<file path="src/hw/rtl/jfd_pkg.sv">
`timescale 1ns / 1ps
// Shared types and constants for the finite-difference Jacobian block.
// No dependencies.

package jfd_pkg;

    localparam logic OP_WRITE = 1'b0;
    localparam logic OP_QUERY = 1'b1;

    localparam int CFG_IDX_W = 3;
    localparam logic [CFG_IDX_W-1:0] CFG_SIZE_X = 3'd0;
    localparam logic [CFG_IDX_W-1:0] CFG_SIZE_Y = 3'd1;
    localparam logic [CFG_IDX_W-1:0] CFG_SIZE_Z = 3'd2;
    localparam logic [CFG_IDX_W-1:0] CFG_INV_X  = 3'd3;
    localparam logic [CFG_IDX_W-1:0] CFG_INV_Y  = 3'd4;
    localparam logic [CFG_IDX_W-1:0] CFG_INV_Z  = 3'd5;

    localparam logic [5:0]  SIZE_RESET = 6'd32;
    localparam logic [31:0] INV_RESET  = 32'd65536;

    localparam int VOX_W = 96;
    localparam int CRD_W = 6;

    // sequencer steps
    localparam logic [3:0] STEP_RD_LAST = 4'd5;
    localparam logic [3:0] STEP_LAST    = 4'd8;

    typedef enum logic [1:0] {
        ST_IDLE,
        ST_RUN,
        ST_DONE
    } state_t;

    typedef enum logic [1:0] {
        AXIS_X,
        AXIS_Y,
        AXIS_Z
    } axis_t;

    typedef struct packed {
        logic       wr_voxel;
        logic       load_q;
        logic       rd_en;
        logic [2:0] rd_sel;     // {axis, lo}
        logic       cap_hi;
        logic       diff_en;
        axis_t      diff_axis;
        logic       mul_en;
        logic       sat_en;
        logic       load_out;
    } jfd_cmd_t;

    typedef struct packed {
        logic pos_err;
        logic out_free;
    } jfd_status_t;

endpackage

</file>
<file path="src/hw/rtl/jfd_ctrl.sv">
`timescale 1ns / 1ps
// Sequencer for voxel writes and Jacobian queries.
// Depends on jfd_pkg.

module jfd_ctrl (
    input  logic                clk,
    input  logic                rst_n,
    input  logic                in_valid,
    input  logic                op,
    input  jfd_pkg::jfd_status_t status,
    output logic                in_ready,
    output jfd_pkg::jfd_cmd_t   cmd
);

    jfd_pkg::state_t state_reg, state_next;
    logic [3:0]      step_reg, step_next;
    logic            accept;

    assign accept = in_valid && (state_reg == jfd_pkg::ST_IDLE);

    always_ff @(posedge clk or negedge rst_n)
    begin
        if (!rst_n)
        begin
            state_reg <= jfd_pkg::ST_IDLE;
            step_reg  <= '0;
        end
        else
        begin
            state_reg <= state_next;
            step_reg  <= step_next;
        end
    end

    always_comb
    begin
        state_next = state_reg;
        step_next  = step_reg;
        case (state_reg)
            jfd_pkg::ST_IDLE:
            begin
                step_next = '0;
                if (accept && op == jfd_pkg::OP_QUERY)
                begin
                    state_next = status.pos_err ? jfd_pkg::ST_DONE : jfd_pkg::ST_RUN;
                end
            end
            jfd_pkg::ST_RUN:
            begin
                step_next = step_reg + 4'd1;
                if (step_reg == jfd_pkg::STEP_LAST)
                begin
                    state_next = jfd_pkg::ST_DONE;
                end
            end
            jfd_pkg::ST_DONE:
            begin
                if (status.out_free)
                begin
                    state_next = jfd_pkg::ST_IDLE;
                end
            end
            default:
            begin
                state_next = jfd_pkg::ST_IDLE;
            end
        endcase
    end

    // read k at step k; data registered; hi captured, lo differenced, multiply, scale
    always_comb
    begin
        logic [3:0] s_diff;
        s_diff    = step_reg - 4'd2;
        in_ready  = 1'b0;
        cmd       = '0;
        case (state_reg)
            jfd_pkg::ST_IDLE:
            begin
                in_ready     = 1'b1;
                cmd.wr_voxel = accept && (op == jfd_pkg::OP_WRITE);
                cmd.load_q   = accept && (op == jfd_pkg::OP_QUERY);
            end
            jfd_pkg::ST_RUN:
            begin
                cmd.rd_en     = step_reg <= jfd_pkg::STEP_RD_LAST;
                cmd.rd_sel    = step_reg[2:0];
                cmd.cap_hi    = step_reg[0] && (step_reg <= jfd_pkg::STEP_RD_LAST);
                cmd.diff_en   = !step_reg[0] && (step_reg >= 4'd2) && (step_reg <= 4'd6);
                cmd.diff_axis = jfd_pkg::axis_t'(s_diff[2:1]);
                cmd.mul_en    = step_reg[0] && (step_reg >= 4'd3) && (step_reg <= 4'd7);
                cmd.sat_en    = !step_reg[0] && (step_reg >= 4'd4);
            end
            jfd_pkg::ST_DONE:
            begin
                cmd.load_out = status.out_free;
            end
            default:
            begin
                cmd = '0;
            end
        endcase
    end

    a_diff_after_hi: assert property (@(posedge clk) disable iff (!rst_n)
        cmd.diff_en |-> $past(cmd.cap_hi))
        else $error("difference without captured upper neighbour");

    a_err_skips_run: assert property (@(posedge clk) disable iff (!rst_n)
        (cmd.load_q && status.pos_err) |=> state_reg == jfd_pkg::ST_DONE)
        else $error("out-of-range query entered the read sequence");

    a_run_length: assert property (@(posedge clk) disable iff (!rst_n)
        (state_reg == jfd_pkg::ST_RUN && step_reg == jfd_pkg::STEP_LAST)
        |=> state_reg == jfd_pkg::ST_DONE)
        else $error("query sequence did not finish");

    a_no_write_busy: assert property (@(posedge clk) disable iff (!rst_n)
        cmd.wr_voxel |-> !cmd.rd_en && state_reg == jfd_pkg::ST_IDLE)
        else $error("voxel write collides with a query read");

endmodule

</file>
<file path="config.mk">
export PLATFORM = sky130hd
export DESIGN_NAME = jfd_ctrl
export DESIGN_NICKNAME = d
export VERILOG_FILES = /design/src/hw/rtl/jfd_pkg.sv /design/src/hw/rtl/jfd_ctrl.sv
export SDC_FILE = /design/constraint.sdc
export NUM_CORES = 1
export LEC_CHECK = 0
export BUFFER_PORTS_ARGS = -buffer_cell sky130_fd_sc_hd__buf_2
export CORE_AREA = 2 2 39 41
export CTS_BUF_LIST = sky130_fd_sc_hd__clkbuf_16
export CTS_CLUSTER_DIAMETER = 100
export CTS_CLUSTER_SIZE = 30
export DETAILED_ROUTE_END_ITERATION = 8
export DIE_AREA = 0 0 41 43
export PLACE_DENSITY_LB_ADDON = 0.3
export SLEW_MARGIN = 5
export SYNTH_ARGS = -nofsm -noshare
export SYNTH_HDL_FRONTEND = slang
export SYNTH_SLANG_ARGS = --single-unit
</file>
<file path="constraint.sdc">
create_clock -name clk -period 1.6 [get_ports clk]
set_input_delay 0.16 -clock clk [delete_from_list [all_inputs] [get_ports clk]]
set_output_delay 0.16 -clock clk [all_outputs]
set_load 0.005 [all_outputs]
</file>
### After elaboration in Yosys (flattened, before gate mapping)

Index checks and enable logic that the tools add are counted.

| word-level totals | value |
|---|---|
| output and inout bits | 14 |
| word-level logic and storage cells | 40 |
| register bits | 6 |
| bits of input ports | 6 |

| cells by class | value |
|---|---|
| equal/unequal tests | 6 |
| mux-type cells | 10 |
| add/sub/neg operators | 2 |
| bitwise logic cells | 1 |
| $lt $le $gt $ge | 6 |
| reductions and logical operators | 13 |

Operators with widths:

| cell | count |
|---|---|
| $le A4 B3 Y1 const B | 3 |
| $mux W10 | 1 |
| $mux W2 | 5 |
| $logic_and A1 B1 Y1 | 9 |
| $ge A4 B2 Y1 const B | 2 |
| $pmux W4 S2 | 1 |
| $pmux W2 S3 | 1 |
| $add A4 B1 Y4 const B | 1 |
| $eq A4 B4 Y1 const B | 1 |
| $ge A4 B3 Y1 const B | 1 |
| $ne A2 B2 Y1 const B | 2 |
| $reduce_and A3 Y1 | 1 |
| $sub A3 B2 Y3 const B | 1 |
| $eq A2 B1 Y1 const B | 1 |
| $eq A2 B2 Y1 const B | 1 |
| $logic_not A2 Y1 | 1 |
| $mux W1 | 2 |
| $ne A2 B1 Y1 const B | 1 |
| $reduce_bool A2 Y1 | 1 |
| $logic_not A1 Y1 | 1 |
| $not A1 Y1 | 1 |

### Longest topological paths before layout

Gate-level depths: netlist of run 1.

| logic depth | value |
|---|---|
| word-level depth | 5 |
| gate-level depth with buffers | 5 |
| depth with buffers taken out | 5 |

### Worst setup path after synthesis of run 1

OpenSTA, ideal clock, no wires.

| path | value |
|---|---|
| kind | register to output |
| from | reg step_reg[0] |
| to | out cmd[5] (netlist name) |
| stages on the path, launching flop included | 6 |
| arrival time | 1.181 ns |
| path buffers | 0 |
| path slack | 0.259 ns |
| data required time | 1.440 ns |
| path through | dfrtp_1 -> inv_1 -> ha_1 -> or3_1 -> o21ai_0 -> nor4_1 |

RTL lines:

| item | RTL line | source |
|---|---|---|
| start, declared | jfd_ctrl.sv:16 | `logic [3:0] step_reg, step_next;` |
| start signal, assigned | jfd_ctrl.sv:31 | `step_reg <= step_next;` |
| end, declared | jfd_ctrl.sv:12 | `output jfd_pkg::jfd_cmd_t cmd` |

==> flow_results.org, run 1 <==
** Status
- Run status :: complete, but fails checks
- The final reports fail on negative setup slack.

** Route
- Number of antenna-violating nets in the routed design :: 0
- After detailed routing, the number of remaining DRC violations is 0.
- 1st-pass router iterations :: 4
- After the first detailed-routing iteration, the DRC count stood at 2.
- DR vias :: 492
- Total wire length after detailed routing :: 1130 um
- Dividing the detail-routed via count by the number of cells gives 4.97.
- Routed WL per cell :: 11.5 um

** Cells and area
- Summing all non-filler instances in the final layout gives an area of 728 sq um.
- Final cell count without fillers :: 99
- Filler instances :: 133
- Once layout is complete, the utilization of the core stands at 0.526.
- The net count of the finished layout is 97.
- The library cell used most frequently in the layout, excluding fill and tap cells, is sky130_fd_sc_hd__buf_2.
- 0 antenna diodes ended up in the layout.
- Leaving out fill and tap cells, the most frequent cells in the layout are sky130_fd_sc_hd__buf_2 (19), sky130_fd_sc_hd__nand2_1 (8), sky130_fd_sc_hd__nor2_1 (6), sky130_fd_sc_hd__o21ai_0 (5), sky130_fd_sc_hd__ha_1 (5).
- The area growth from synthesis to layout is 45.9%.
- The register with the most flip-flops in the layout has 4 of them.
- Fraction of layout cells with a size suffix above 1 :: 0.410

** Timing
- Least-Margin Pin Slew :: 0.324 ns
- Fin crit period :: 1.64 ns
- The final number of max-transition violations is 0.
- In this run the tightest slew margin relative to its limit is 0.784.
- Final Hold Fails :: 0
- Timing would allow up to 611 MHz.
- Final critical-path setup slack :: -0.0367 ns
- Setup repair after global routing missed its margin :: true
- Worst clock skew :: 0.00410 ns
- Dividing the final minimum period by the clock period gives 1.02.
- Setup violations remaining at the end of the flow were counted as 1.

** CTS
- Clock transition at path regs :: 0.04 ns
- At the later pin of the worst-skew pair, clock insertion delay measures 0.23 ns.
- TritonCTS clock tree :: built
- H-Tree Level Count :: 1
- Clock root buffer master :: sky130_fd_sc_hd__clkbuf_16
- Number of buffers created by CTS :: 3
- CTS sink cnt :: 6
- Counting along the longest clock path gives a buffer depth of 2.

** Worst setup path
- WP data arrival :: 1.48 ns
- Required time worst endpoint :: 1.44 ns
- The critical path is of the reg -> out type.
- CP Max Fanout :: 7
- The worst setup path is captured at a primary output.
- STA classifies the critical path startpoint as a register.

** Synthesis
- Each instance of the synthesized netlist takes up on average 8.46 sq um.
- Seq/Total Area, Yosys :: 0.301
- Counting distinct cell types in the post-synthesis netlist gives 23.
- Counting flops and latches in the post-synthesis netlist gives 6.
- Yosys printed 0 warnings.
- Gate count of the mapped netlist :: 59
- Post-synth design cell area :: 499 sq um
- Syn_nets :: 71

** Placement
- At the end of routability-driven placement, the weighted congestion stood at 0.767.
- After detailed placement, the total cell area comes to 599 sq um.
- Dpl cells :: 93
- The count of buffers added on input and output ports is 19.
- Post-detail-place hpwl :: 799 um

** Floorplan
- For this configuration, the core starts out at a cell density of 0.361.
- The die is 43 um tall.
- 20 I/O pins were placed.
- The die covers 1760 sq um.
- The core region is 1380 sq um.
- The die is 41 um wide.
- The floorplan has 14 rows.

** Global routing
- For this run the aggregate overflow at the end of global routing stands at 0.
- The number of global-route vias before repair is 426.
- The number of antenna violations at the first check in global routing was 0.
- Across every metal layer, demand over resource in global routing totals 0.158.
- Entering global routing, the biggest net connects 12 pins.
- The first global-routing pass estimated 1880 um of wire.

** Flow run
- Max-capacitance violation count :: 0

** Power and ir drop
- In this run the power density over the cells is 1740 nW/um^2.
- PnR Total Power :: 0.00127 W
- Worst-case vdd ir drop :: 0.665 mV
- Static leakage :: 0.373 nW

** Worst hold path
- The tightest min-delay check is of the in -> reg type.
==> report_power, final <==
part	leakage, nW	total, W	switching, W	internal [W]
Sequential	0.0766	0.000284	0.0000855	0.000199
Clock	0.0370	0.000407	0.0000860	0.000321
Combinational	0.259	0.000578	0.000292	0.000287
==> final cells by class <==
type                    instances  area (sq um)  share of cell area
flip-flops and latches          6           153               0.210
repair buffers                 23           128               0.175
well taps                      16          20.0              0.0275
clock buffers                   3          75.1               0.103
inverters                       4          15.0              0.0206
multi-input cells              47           338               0.464
==> per-stage QoR <==
step | setup slack [ns] | hold slack (ns) | TNS [ns]
after detailed placement | 0.191 | -0.00842 | 0
after floorplan | 0.259 | -0.136 | 0
final | -0.0367 | 0.145 | -0.0367
after global routing | -0.0772 | 0.163 | -0.148
after global placement | 0.147 | -0.0102 | 0
after CTS | 0.00797 | 0.142 | 0
==> final timing paths <==
check | cells past startpoint | slack [ns] | end | start
min in group asynchronous | 2 | 0.28 | step_reg[3] | rst_n
setup / recovery | 5 | -0.04 | cmd[5] | step_reg[1]
max in group asynchronous | 2 | 1.16 | step_reg[2] | rst_n
hold / removal | 2 | 0.14 | state_reg[0] | status[1]
hold reg to reg | 1 | 0.60 | step_reg[2] | step_reg[2]
setup reg to reg | 5 | 0.27 | state_reg[1] | step_reg[1]
==> synth_stat cells <==
library cell               n  area, sq um
sky130_fd_sc_hd__o21ai_0   6         30.0
sky130_fd_sc_hd__or3_1     1         6.26
sky130_fd_sc_hd__buf_6     2         22.5
sky130_fd_sc_hd__nand2_1   8         30.0
sky130_fd_sc_hd__o21a_1    1         7.51
sky130_fd_sc_hd__nor2_1    6         22.5
sky130_fd_sc_hd__and2_1    2         12.5
sky130_fd_sc_hd__nor3_1    3         15.0
sky130_fd_sc_hd__nand3_1   1         5.00
sky130_fd_sc_hd__nand2b_4  1         13.8
sky130_fd_sc_hd__and3b_1   1         8.76
sky130_fd_sc_hd__dfrtp_1   6          150
sky130_fd_sc_hd__nor3b_1   2         15.0
sky130_fd_sc_hd__a21o_1    1         7.51
sky130_fd_sc_hd__nor2b_1   1         6.26
sky130_fd_sc_hd__ha_1      6         75.1
sky130_fd_sc_hd__a21oi_1   1         5.00
sky130_fd_sc_hd__a22o_1    1         8.76
sky130_fd_sc_hd__inv_1     4         15.0
sky130_fd_sc_hd__nor4_1    2         12.5
sky130_fd_sc_hd__nor3_4    1         16.3
sky130_fd_sc_hd__and2b_1   1         7.51
sky130_fd_sc_hd__o22ai_1   1         6.26
==> repair_timing <==
action	4_1_cts	5_1_grt
hold buffers	1	0
gates resized for setup	5	4
setup endpoints to repair	3	3
endpoints found under the hold margin	6	0
pin swaps	0	1
setup buffers	1	1
cloned	0	0
==> metal layers <==
metal / GRT usage / routed length, um / vias to the layer above
met5: 0 / 0 / -
met4: 0.0800 / 25 / 0
met3: 0.0314 / 19 / 2
met2: 0.222 / 560 / 7
met1: 0.221 / 528 / 229
li1: - / - / 254
==> worst max-delay path: stages (launching register included) <==
cell and delay, ns:
sky130_fd_sc_hd__dfrtp_2 0.45, sky130_fd_sc_hd__ha_4 0.17, sky130_fd_sc_hd__or3_4 0.36, sky130_fd_sc_hd__o21ai_2 0.06, sky130_fd_sc_hd__nor4_1 0.06, sky130_fd_sc_hd__buf_2 0.14
==> cell families (layout without fill, tap and decap cells) <==
| family | Yosys count | in the layout | synth area share |
|---|---|---|---|
| and+or+nand+nor | 30 | 30 | 0.343 |
| AOI/OAI and AO/OA | 11 | 11 | 0.130 |
| DFF | 6 | 6 | 0.301 |
| adders and majority gates | 6 | 6 | 0.150 |
| buffers and inverters | 6 | 30 | 0.0752 |
Power figures use the tool's default switching activity.
==> inputs of run 2 (changes only) <==
--- a/config.mk
+++ b/config.mk
@@ -6,12 +6,12 @@
 export NUM_CORES = 1
 export LEC_CHECK = 0
 export BUFFER_PORTS_ARGS = -buffer_cell sky130_fd_sc_hd__buf_2
-export CORE_AREA = 2 2 39 41
+export CORE_AREA = 3 3 40 42
 export CTS_BUF_LIST = sky130_fd_sc_hd__clkbuf_16
 export CTS_CLUSTER_DIAMETER = 100
 export CTS_CLUSTER_SIZE = 30
 export DETAILED_ROUTE_END_ITERATION = 8
-export DIE_AREA = 0 0 41 43
+export DIE_AREA = 0 0 43 45
 export PLACE_DENSITY_LB_ADDON = 0.3
 export SLEW_MARGIN = 5
 export SYNTH_ARGS = -nofsm -noshare
==> flow_results.org, run 2 (synthesized netlist as in run 1, its figures left out) <==
** Timing
- Setup repair after global routing missed its margin :: true
- Smallest hold slack :: 0.152 ns (+0.00737 ns)
- The top achievable clock speed is 636 MHz (+4.1%).
- Number of setup violations in the final report :: 0 (-1)
- Final Hold Fails :: 0 (unchanged)
- The actual slew at the worst max-slew pin was 0.312 ns (-0.0119 ns).
- The final number of max-transition violations came to 0 (unchanged).
- Final period util :: 0.982 (-0.0405)
- The post-route minimum period is 1.57 ns (-0.0648 ns).
- Worst slew slack as a fraction of its limit :: 0.792 (+0.00793)
- The largest clock skew in the final design is 0.00407 ns (-0.0000330 ns).

** Floorplan
- DIE HEIGHT :: 45 um (+4.7%)
- Area enclosed by the die boundary :: 1940 sq um (+9.8%)
- The number of top-level pins came to 20 (unchanged).
- Die width :: 43 um (+4.9%)
- The placeable core region was 1280 sq um (-7.1%).
- Starting density of the core :: 0.389 (+0.0278)
- The number of rows created at floorplan is 13 (-1).

** Placement
- The number of buffers added on ports is 19 (unchanged).
- The placer congestion estimate is 0.779 (+1.6%).
- The post-place instance area is 598 sq um (-0.21%).
- Post-detail-place hpwl :: 844 um (+5.6%)

** Global routing
- The global-route wire length before repair came to 1800 um (-4.1%).
- The largest net degree at the start of global routing is 12 (unchanged).
- Global routing usage on met2 :: 0.219 (-0.00331)
- Overall global routing resource usage :: 0.129 (-0.0291)
- Most congested layer reported by global routing :: met2
- Grt met3 use :: 0.0239 (-0.00751)
- The number of global-route vias before repair was 402 (-5.6%).
- The total congestion overflow was 0 (unchanged).
- The met1 usage was 0.148 (-0.0737).
- Number of antenna violations at the first check in global routing :: 0 (unchanged)

** Worst setup path
- Worst reg2reg path depth :: 5 (unchanged)
- Delay of the slowest cell on the worst path :: 0.44 ns (about the same)
- The highest net fanout along the worst path came to 8 (+1).
- Traced cell by cell, the critical path runs through ha_2, or3_1, o21ai_1, nor4_1, buf_2.
- The data arrival time of the worst path was 1.41 ns (-0.07 ns).
- Cell with the largest stage delay on the worst path :: sky130_fd_sc_hd__dfrtp_2
- The buffering stage count on the worst path with inverters included is 1 (unchanged).
- Required time worst endpoint :: 1.44 ns (about the same)
- The endpoint identified for the worst register-to-register timing path is state_reg[1].
- The worst setup path is of the reg -> out kind.
- Slack of the worst reg-to-reg path :: 0.30 ns (+0.03 ns)
- Endpoint class of the critical path :: primary output
- STA classifies the critical path startpoint as a register.
- The cell family contributing the most delay on the critical path is flip-flops.
- Reg-to-Reg Start :: step_reg[1]

** CTS
- The clock sink count came to 6 (unchanged).
- CTS placed an instance of sky130_fd_sc_hd__clkbuf_16 at the clock tree root.
- Worst-skew pair later-pin latency :: 0.23 ns (about the same)
- Max Root-Sink Buffers :: 2 (unchanged)
- TritonCTS clock tree :: built
- The number of buffers added by the clock tree synthesis step was 3 (unchanged).
- The number of levels in the clock H-tree came to 1 (unchanged).
- The clock-pin slew of the registers on the worst-case setup and hold paths came to 0.03 ns (about the same).
- Post-CTS setup-driven buffer insertion count :: 0 (-1)

** Route
- Number of antenna-violating nets in the routed design :: 0 (unchanged)
- Routed WL per cell :: 11.7 um (+1.8%)
- The via total after detailed routing was 479 (-2.6%).
- Total wire length after detailed routing :: 1120 um (-1.3%)
- 1st-pass router iterations :: 3 (-1)
- The average via count per standard cell is 4.99 (+0.40%).
- The number of remaining DRC errors is 0 (unchanged).
- Initial detailed-routing violation count :: 9 (+7)

** Flow run
- The max-cap violation count was 0 (unchanged).

** Cells and area
- Nets@finish :: 95 (-2.1%)
- Fraction of layout cells with a size suffix above 1 :: 0.370 (-0.0393)
- Leaving out fill and tap cells, the most frequent cell in the layout is sky130_fd_sc_hd__buf_2.
- Largest register FFs :: 4 (unchanged)
- The number of diodes was 0 (unchanged).
- The post-route core utilization came to 0.539 (+0.0132).
- The area of all placed cells without fillers is 693 sq um (-4.8%).
- Synthesis-to-finish area growth :: 38.8%
- Most used cells in the layout excluding fill and tap cells :: sky130_fd_sc_hd__buf_2 (19), sky130_fd_sc_hd__nand2_1 (8), sky130_fd_sc_hd__nor2_1 (6), sky130_fd_sc_hd__o21ai_0 (5), sky130_fd_sc_hd__ha_1 (5)

** Power and ir drop
- Areal power density over the cells :: 1710 nW/um^2 (-2.0%)
- The peak supply drop is 0.596 mV (-10%).
- The leakage component of the power is 0.361 nW (-3.0%).

** Worst hold path
- The worst hold path begins at status[1].
- Worst Hold Path EP :: state_reg[0]
- Worst hold path class :: in -> reg
- The number of instances on the worst hold path is 2 (unchanged).

** Status
- Run status :: finished clean
-- run 2: changes by cell type in the layout (fill, tap and decap cells not counted), sizes merged --
cell  before  now
buf       22   20
-- run 2: worst max-delay path by stage --
stage                 from  endpoint  slack [ns]  depth (start not counted)
2_1_floorplan  step_reg[0]    cmd[5]        0.26                          5
3_3_place_gp   step_reg[1]    cmd[6]        0.17                          5
3_5_place_dp   step_reg[1]    cmd[6]        0.19                          5
4_1_cts        step_reg[1]    cmd[5]        0.01                          5
5_1_grt        step_reg[1]    cmd[5]       -0.06                          5
6_report       step_reg[1]    cmd[5]        0.03                          5
-- run 2: layer usage --
layer / up-vias / share of wire / wire (um)
li1: 248 / - / -
met1: 222 / 0.46 / 517
met2: 7 / 0.49 / 549
met3: 2 / 0.023 / 26
met4: 0 / 0.021 / 24
met5: - / 0 / 0
-- run 2: final cells by class --
class                      instances  area [sq um]
fill                             112           592
sequential                         6           153
tap                               15          18.8
timing repair buffer              21           113
multi-input combinational         47           319
clock buffer                       3          75.1
inverter                           4          15.0
-- run 2: what timing repair did --
item                                    CTS  global route
endpoints found under the hold margin     6             0
gates resized for setup                   2             4
hold buffers                              1             0
endpoints found under the setup margin    3             3
-- run 2: per-stage QoR --
step | cells | total power (W) | TNS (ns) | setup slack, ns
after floorplan | 59 | 0.000609 | 0 | 0.259
after global placement | 92 | 0.000763 | 0 | 0.171
after detailed placement | 92 | 0.000771 | 0 | 0.192
after CTS | 96 | 0.00119 | 0 | 0.0106
after global routing | 96 | 0.00128 | -0.136 | -0.0590
final | 96 | 0.00118 | 0 | 0.0281
-- run 2: where the power goes --
group / leakage, nW / internal [W] / switching, W
clock network: 0.0370 / 0.000320 / 0.0000758
registers: 0.0766 / 0.000199 / 0.0000871
logic: 0.248 / 0.000236 / 0.000266
